--- config.mk ---
export PLATFORM = sky130hd
export DESIGN_NAME = vrp_project
export DESIGN_NICKNAME = d
export VERILOG_FILES = /design/src/vrp_pkg.sv /design/src/vrp_project.sv
export SDC_FILE = /design/constraint.sdc
export NUM_CORES = 2
export LEC_CHECK = 0
export BUFFER_PORTS_ARGS = -buffer_cell sky130_fd_sc_hd__buf_2
export CORE_MARGIN = 10
export CORE_UTILIZATION = 62
export CTS_CLUSTER_SIZE = 20
export DETAILED_ROUTE_END_ITERATION = 10
export PLACE_DENSITY = 0.84
export SYNTH_ARGS = -nofsm -noshare
export SYNTH_HDL_FRONTEND = slang
export SYNTH_SLANG_ARGS = --single-unit
--- constraint.sdc ---
create_clock -name clk -period 6.4 [get_ports clk]
set_clock_uncertainty 0.15 [all_clocks]
set_input_delay 0.96 -clock clk [delete_from_list [all_inputs] [get_ports clk]]
set_output_delay 0.96 -clock clk [all_outputs]
set_load 0.05 [all_outputs]
--- src/vrp_pkg.sv ---
// Shared widths, constants, register codes and stage records for the
// vertex rotate and project pipeline. No dependencies.
package vrp_pkg;

    localparam int COORD_W         = 16;
    localparam int TRIG_W          = 16;
    localparam int COORD_FRAC_BITS = 8;
    localparam int TRIG_FRAC_BITS  = 14;
    localparam int CENTRE_W        = 10;
    localparam int SCREEN_W        = 12;
    localparam int CFG_IDX_W       = 3;
    localparam int CFG_DATA_W      = 16;

    localparam int DIST_3D = 80;
    localparam int DIST_4D = 60;

    // Internal widths, sized from the worst-case magnitudes of each term
    localparam int PROD_W  = 2 * COORD_W;          // 16x16 product
    localparam int ROT1_W  = PROD_W + 1;           // sum of two products
    localparam int PROD2_W = ROT1_W + TRIG_W;      // first rotation times trig
    localparam int ROT2_W  = 48;                   // second rotation result
    localparam int DPRE_W  = ROT2_W + 1;           // offset denominator
    localparam int ZTERM_W = 51;                   // 60 * z << 28
    localparam int DEN_W   = 57;                   // signed denominator
    localparam int DMAG_W  = DEN_W - 1;
    localparam int NUM_W   = 61;                   // signed numerator
    localparam int MAG_W   = NUM_W - 1;
    localparam int KX_W    = 28;
    localparam int KY_W    = 14;
    localparam int QBITS   = 13;                   // quotient bits before clamp
    localparam int QSAT    = 4096;
    localparam int SUM_W   = 16;

    localparam int ROT_STAGES = 4;
    localparam int PRJ_STAGES = 3;
    localparam int DIV_STAGES = QBITS + 1;
    localparam int LATENCY    = ROT_STAGES + PRJ_STAGES + DIV_STAGES + 1;

    localparam int DEN_SHIFT  = COORD_FRAC_BITS + 2 * TRIG_FRAC_BITS;

    localparam logic signed [DPRE_W-1:0] DEN3_OFFSET =
        DPRE_W'(64'(DIST_3D) << DEN_SHIFT);
    localparam logic signed [DPRE_W-1:0] DEN4_OFFSET =
        DPRE_W'(64'(DIST_4D) << (DEN_SHIFT + TRIG_FRAC_BITS - TRIG_FRAC_BITS));
    localparam logic signed [KX_W-1:0] KX_3D =
        KX_W'(64'(DIST_3D) << TRIG_FRAC_BITS);
    localparam logic signed [KX_W-1:0] KX_4D =
        KX_W'(64'(DIST_3D * DIST_4D) << TRIG_FRAC_BITS);
    localparam logic signed [KY_W-1:0] KY_3D = KY_W'(DIST_3D);
    localparam logic signed [KY_W-1:0] KY_4D = KY_W'(DIST_3D * DIST_4D);

    localparam logic signed [SCREEN_W-1:0] SCREEN_MAX = {1'b0, {(SCREEN_W-1){1'b1}}};
    localparam logic signed [SCREEN_W-1:0] SCREEN_MIN = {1'b1, {(SCREEN_W-1){1'b0}}};

    typedef enum logic [CFG_IDX_W-1:0] {
        REG_FOUR_D_MODE = 3'd0,
        REG_COS_FIRST   = 3'd1,
        REG_SIN_FIRST   = 3'd2,
        REG_COS_SECOND  = 3'd3,
        REG_SIN_SECOND  = 3'd4,
        REG_CENTRE_X    = 3'd5,
        REG_CENTRE_Y    = 3'd6
    } cfg_reg_t;

    typedef struct packed {
        logic                      four_d;
        logic signed [TRIG_W-1:0]  cos_first;
        logic signed [TRIG_W-1:0]  sin_first;
        logic signed [TRIG_W-1:0]  cos_second;
        logic signed [TRIG_W-1:0]  sin_second;
    } rot_cfg_t;

    typedef struct packed {
        logic                      valid;
        logic signed [ROT1_W-1:0]  x1;
        logic signed [ROT2_W-1:0]  y1;
        logic signed [ROT2_W-1:0]  r2;
        logic signed [COORD_W-1:0] z;
    } rot_out_t;

    typedef struct packed {
        logic               valid;
        logic               behind;
        logic               sign_x;
        logic               sign_y;
        logic [MAG_W-1:0]   mag_x;
        logic [MAG_W-1:0]   mag_y;
        logic [DMAG_W-1:0]  dmag;
    } div_in_t;

    typedef struct packed {
        logic               valid;
        logic               behind;
        logic               sign_x;
        logic               sign_y;
        logic               ovf_x;
        logic               ovf_y;
        logic [QBITS-1:0]   q_x;
        logic [QBITS-1:0]   q_y;
    } div_out_t;

endpackage

--- src/vrp_project.sv ---
// Perspective numerators and denominator, then sign and magnitude split
// for the divider; three register stages. Depends on vrp_pkg.
module vrp_project (
    input  logic               clk,
    input  logic               rst_n,
    input  logic               four_d,
    input  vrp_pkg::rot_out_t  in,
    output vrp_pkg::div_in_t   out
);
    import vrp_pkg::*;

    logic                       s5_valid_reg;
    logic signed [DPRE_W-1:0]   dpre_reg;
    logic signed [ZTERM_W-1:0]  zterm_reg;
    logic signed [NUM_W-1:0]    s5_numx_reg, s5_numy_reg;

    logic                       s6_valid_reg;
    logic signed [DEN_W-1:0]    den_reg;
    logic signed [NUM_W-1:0]    s6_numx_reg, s6_numy_reg;

    logic                       s7_valid_reg;
    logic                       s7_behind_reg;
    logic                       s7_sign_x_reg, s7_sign_y_reg;
    logic [MAG_W-1:0]           s7_mag_x_reg, s7_mag_y_reg;
    logic [DMAG_W-1:0]          s7_dmag_reg;

    logic signed [DPRE_W-1:0]   dpre_next;
    logic signed [DEN_W-1:0]    den_next;
    logic signed [KX_W-1:0]     kx;
    logic signed [KY_W-1:0]     ky;
    logic signed [NUM_W-1:0]    negx, negy;

    assign kx = four_d ? KX_4D : KX_3D;
    assign ky = four_d ? KY_4D : KY_3D;

    always_comb
    begin
        dpre_next = four_d ? (DEN4_OFFSET << TRIG_FRAC_BITS - TRIG_FRAC_BITS) - DPRE_W'(in.r2)
                           : DPRE_W'(in.r2) + DEN3_OFFSET;
        if (!four_d)
            den_next = DEN_W'(dpre_reg);
        else if (dpre_reg > 0)
            den_next = DEN_W'(dpre_reg) * DEN_W'(DIST_3D) - DEN_W'(zterm_reg);
        else
            den_next = '0;
        negx = -s6_numx_reg;
        negy = -s6_numy_reg;
    end

    always_ff @(posedge clk or negedge rst_n)
    begin
        if (!rst_n)
        begin
            s5_valid_reg <= 1'b0;
            s6_valid_reg <= 1'b0;
            s7_valid_reg <= 1'b0;
        end
        else
        begin
            s5_valid_reg <= in.valid;
            s6_valid_reg <= s5_valid_reg;
            s7_valid_reg <= s6_valid_reg;
        end
    end

    always_ff @(posedge clk)
    begin
        dpre_reg    <= dpre_next;
        zterm_reg   <= (ZTERM_W'(in.z) * ZTERM_W'(DIST_4D)) <<< (2 * TRIG_FRAC_BITS);
        s5_numx_reg <= NUM_W'(in.x1) * NUM_W'(kx);
        s5_numy_reg <= NUM_W'(in.y1) * NUM_W'(ky);

        den_reg     <= den_next;
        s6_numx_reg <= s5_numx_reg;
        s6_numy_reg <= s5_numy_reg;

        s7_behind_reg <= den_reg[DEN_W-1] || (den_reg == '0);
        s7_dmag_reg   <= den_reg[DMAG_W-1:0];
        s7_sign_x_reg <= s6_numx_reg[NUM_W-1];
        s7_sign_y_reg <= s6_numy_reg[NUM_W-1];
        s7_mag_x_reg  <= s6_numx_reg[NUM_W-1] ? negx[MAG_W-1:0] : s6_numx_reg[MAG_W-1:0];
        s7_mag_y_reg  <= s6_numy_reg[NUM_W-1] ? negy[MAG_W-1:0] : s6_numy_reg[MAG_W-1:0];
    end

    assign out = '{valid: s7_valid_reg, behind: s7_behind_reg,
                   sign_x: s7_sign_x_reg, sign_y: s7_sign_y_reg,
                   mag_x: s7_mag_x_reg, mag_y: s7_mag_y_reg, dmag: s7_dmag_reg};

    // a 4D vertex past the w plane must come out flagged
    a_behind_w : assert property (@(posedge clk) disable iff (!rst_n)
        (s5_valid_reg && four_d && (dpre_reg <= 0)) |-> ##2 (s7_valid_reg && s7_behind_reg))
        else $error("w-plane denominator not flagged");

endmodule

==> results by group <==
Cells and area
  – Syn-to-layout area delta: 18.9%
  – Sequential Area: 9770 µm²
  – Area of the multi-input gates: around 27000 µm²
  – Share of cells above drive strength 1: a little under a fifth
  – Most frequent cells in the layout: ha_1, dfxtp_1, inv_1
  – Most common cell after layout, fill and taps aside: ha_1
  – Post-layout util: 74.2%
  – Filler Cells Inserted: 4101
  – Nets: between 5000 and 6000
  – Final instance area: 44600 µm²

Power and ir drop
  – Static leakage: roughly 0.023 µW
  – VDD IR-drop max: between 0.0003 and 0.0004 V
  – Total power: about 21000 µW
  – P per Cell Area: 468 nW/µm²

GRT
  – Vias in the first global route: 30700
  – Largest net degree at the start of global routing: 58
  – Total global-route track usage: between 20% and 30%
  – Initial antenna violation count: 12
  – Gr ovfl total: 0
  – First-pass GRT wire length: 151000 µm

Synthesis
  – Seq cells post-synth: 487
  – Synth unique cells: 78
  – Post-synthesis sequential area ratio: between 20% and 30%
  – Cell count after synthesis: 3768
  – Syn avg cell area: between 9 and 10 µm²
  – Commonest register cell after synthesis: dfxtp_1
  – Number of synthesized flops with an enable pin: 0
  – Async set-reset flop share out of synthesis: less than 1%
  – YS warnings: 0
  – Post-Syn Area: ~38000 µm²

Drt
  – DRT Pass-1 Iters: 7
  – Post-route ant nets: 0
  – Final wirelength: between 90000 and 100000 µm
  – Number of DRC markers in iteration 0: around 1600
  – Total number of vias: about 29000
  – Drt drc: 0
  – Vias per cell: between 5 and 6
  – Routed len/inst: between 15 and 20 µm

Critical path
  – Max stage delay cell, worst path: or4_4
  – Critical path fanouts, max: 40
  – Critical path startpoint category: input pin
  – Crit path cell chain: buf_6 > buf_12 > and2_1 > ha_1 > ha_1 > fa_1 > fa_1 > fa_1 > ha_1 > ha_4 > nand4_1 > inv_1 > nand3_1 > nor4b_4 > o311ai_2 > a21oi_2 > a211o_1 > a41oi_2 > or4_4 > o31ai_4 > xor2_1
  – CP max stage delay: 0.54 ns
  – CP required: roughly 6.8 ns
  – Setup CP Type: in -> reg
  – Launch point of the worst reg-to-reg path: dpre_reg[2]
  – Critical Path Sink Type: register
  – Top delay family on crit path: adder cells
  – Worst Reg2Reg Path Length in Cells: 24
  – Arr. time, crit path: between 6 and 7 ns
  – Buf/Inv on CP: 3
  – FF-to-FF setup slack: between 0.3 and 0.4 ns
  – Critical Path Stages: 21
  – Critical R2R Capture: den_reg[56]

STA
  – Slew margin rel.: between 30 and 40%
  – Fin worst setup slack: roughly 0.13 ns
  – Slew Limit Fails: 0
  – Highest clock rate: around 0.16 GHz
  – RSZ-0062 raised after global routing: yes
  – Slew of the pin with the lowest slew margin: 1.04 ns
  – Final period utilization: a little over nine tenths
  – WHS: ~0.15 ns
  – # setup viols final: 0
  – Hold Violations, Final: 0
  – Fin crit period: approximately 6.3 ns

Clock tree
  – CTS tree: built
  – Root Buffer: clkbuf_16
  – Clock sinks: approximately 490
  – Worst-Skew Late Latency: between 0.5 and 0.6 ns
  – Clock Tree Buf Depth: 3
  – H-tree depth: 2
  – TritonCTS buffer count: 48
  – CTS clk-pin slew, worst paths: around 0.07 ns

Place
  – Cell Area, Placed: 42800 µm²
  – HPWL Detailed: 77200 µm
  – Port bufs: approximately 310
  – Gpl congestion: ~0.97
  – Pre-CTS setup slack: -0.458 ns

Run
  – Max-cap violations: 0

Floorplan
  – Starting Density: ~62%
  – Row cnt: 90
  – Core area: ~60000 µm²
  – Die area: between 70000 and 80000 µm²
  – Die W: approximately 270 µm
  – Die height: 266 µm
  – I/O pins: ~330

Worst hold path
  – Min-delay worst type: reg -> reg
  – Hold endpoint: s6_numy_reg[4]
  – Hold Crit Start: s5_numy_reg[4]
  – Worst hold stages: 0

Outcome
  – Status: finished, final reports clean
==> metal layers <==
metal / global-route usage [%] / vias up / share of wire (%)
li1: - / 13900 / -
met1: 30.1 / 13700 / 40
met2: 46.9 / 796 / 49
met3: 4.50 / 272 / 5.4
met4: 12.1 / 14 / 4.9
met5: 0 / - / 0.077
==> cells by family after synthesis <==
| logic type | Yosys count | synth area share (%) |
|---|---|---|
| flops | 487 | 26.0 |
| xor+xnor | 312 | 7.28 |
| fa+ha+maj | 990 | 38.6 |
| buf+inv | 578 | 6.04 |
| simple gates | 736 | 10.6 |
| other cells | 2 | 0.0200 |
| mux | 3 | 0.0867 |
| compound gates | 660 | 11.4 |
==> synth_stat cells (6+ instances only) <==
master / count / area, µm²
and4_1: 10 / 87.6
or4_1: 16 / 120
clkbuf_1: 65 / 244
o21ai_0: 151 / 756
xnor2_1: 244 / 2140
o2bb2ai_1: 10 / 87.6
a31oi_1: 20 / 125
o21a_1: 24 / 180
nor4_1: 41 / 257
and3_1: 18 / 113
a21o_1: 75 / 563
o41ai_1: 23 / 201
buf_4: 26 / 195
nor2b_1: 107 / 669
or3_1: 18 / 113
o31ai_1: 38 / 285
nand4_1: 24 / 150
ha_1: 711 / 8900
nand2_1: 161 / 604
fa_1: 279 / 5590
nand2b_1: 38 / 238
a22o_1: 32 / 280
o211ai_1: 7 / 52.6
nor2_1: 102 / 383
or2_2: 9 / 56.3
a21oi_1: 184 / 921
inv_1: 482 / 1810
nand3b_1: 6 / 45.0
nor3_1: 29 / 145
nand3_1: 46 / 230
and2_1: 88 / 551
xor2_1: 68 / 596
a211oi_1: 19 / 143
o21bai_1: 19 / 143
dfxtp_1: 484 / 9690
==> report_power, final <==
part | switching, µW | leakage [µW] | internal [µW] | total, µW
Clock | 1240 | 0.000836 | 1800 | 3040
Combinational | 7360 | 0.0176 | 5320 | 12700
Sequential | 761 | 0.00411 | 4400 | 5160
==> layout make-up <==
cell class | instances | area share [%]
Antenna cell | 5 | 0.0280
Tap cell | 782 | 2.19
Sequential cell | 487 | 21.9
Multi-Input combinational cell | 2730 | 59.7
Clock inverter | 27 | 0.796
Timing Repair Buffer | 586 | 8.29
Inverter | 483 | 4.06
Clock buffer | 62 | 3.06
==> repair_timing <==
action / 4_1_cts / 5_1_grt
setup endpoints to repair: 0 / 15
resized for setup: 0 / 22
hold buffers: 1 / 0
setup buffers: 0 / 2
endpoints found under the hold margin: 3 / 0
==> through the flow <==
stage | instances | setup TNS (ns)
after CTS | 5155 | 0
after global routing | 5160 | -0.117
after floorplan | 3795 | -0.173
final | 5162 | 0
after detailed placement | 5065 | -6.83
after global placement | 5065 | -3.39
==> worst max path at each step <==
stage                            endpoint  slack [ns]  startpoint
final                     s5_numy_reg[58]        0.13      four_d
after CTS                 s5_numy_reg[53]        0.10      four_d
after global placement    s5_numy_reg[58]       -0.30      four_d
after floorplan           s5_numx_reg[60]       -0.06      four_d
after detailed placement  s5_numy_reg[58]       -0.46      four_d
after global routing      s5_numy_reg[58]       -0.08      four_d
No activity file was read; power rests on OpenSTA's default activity.
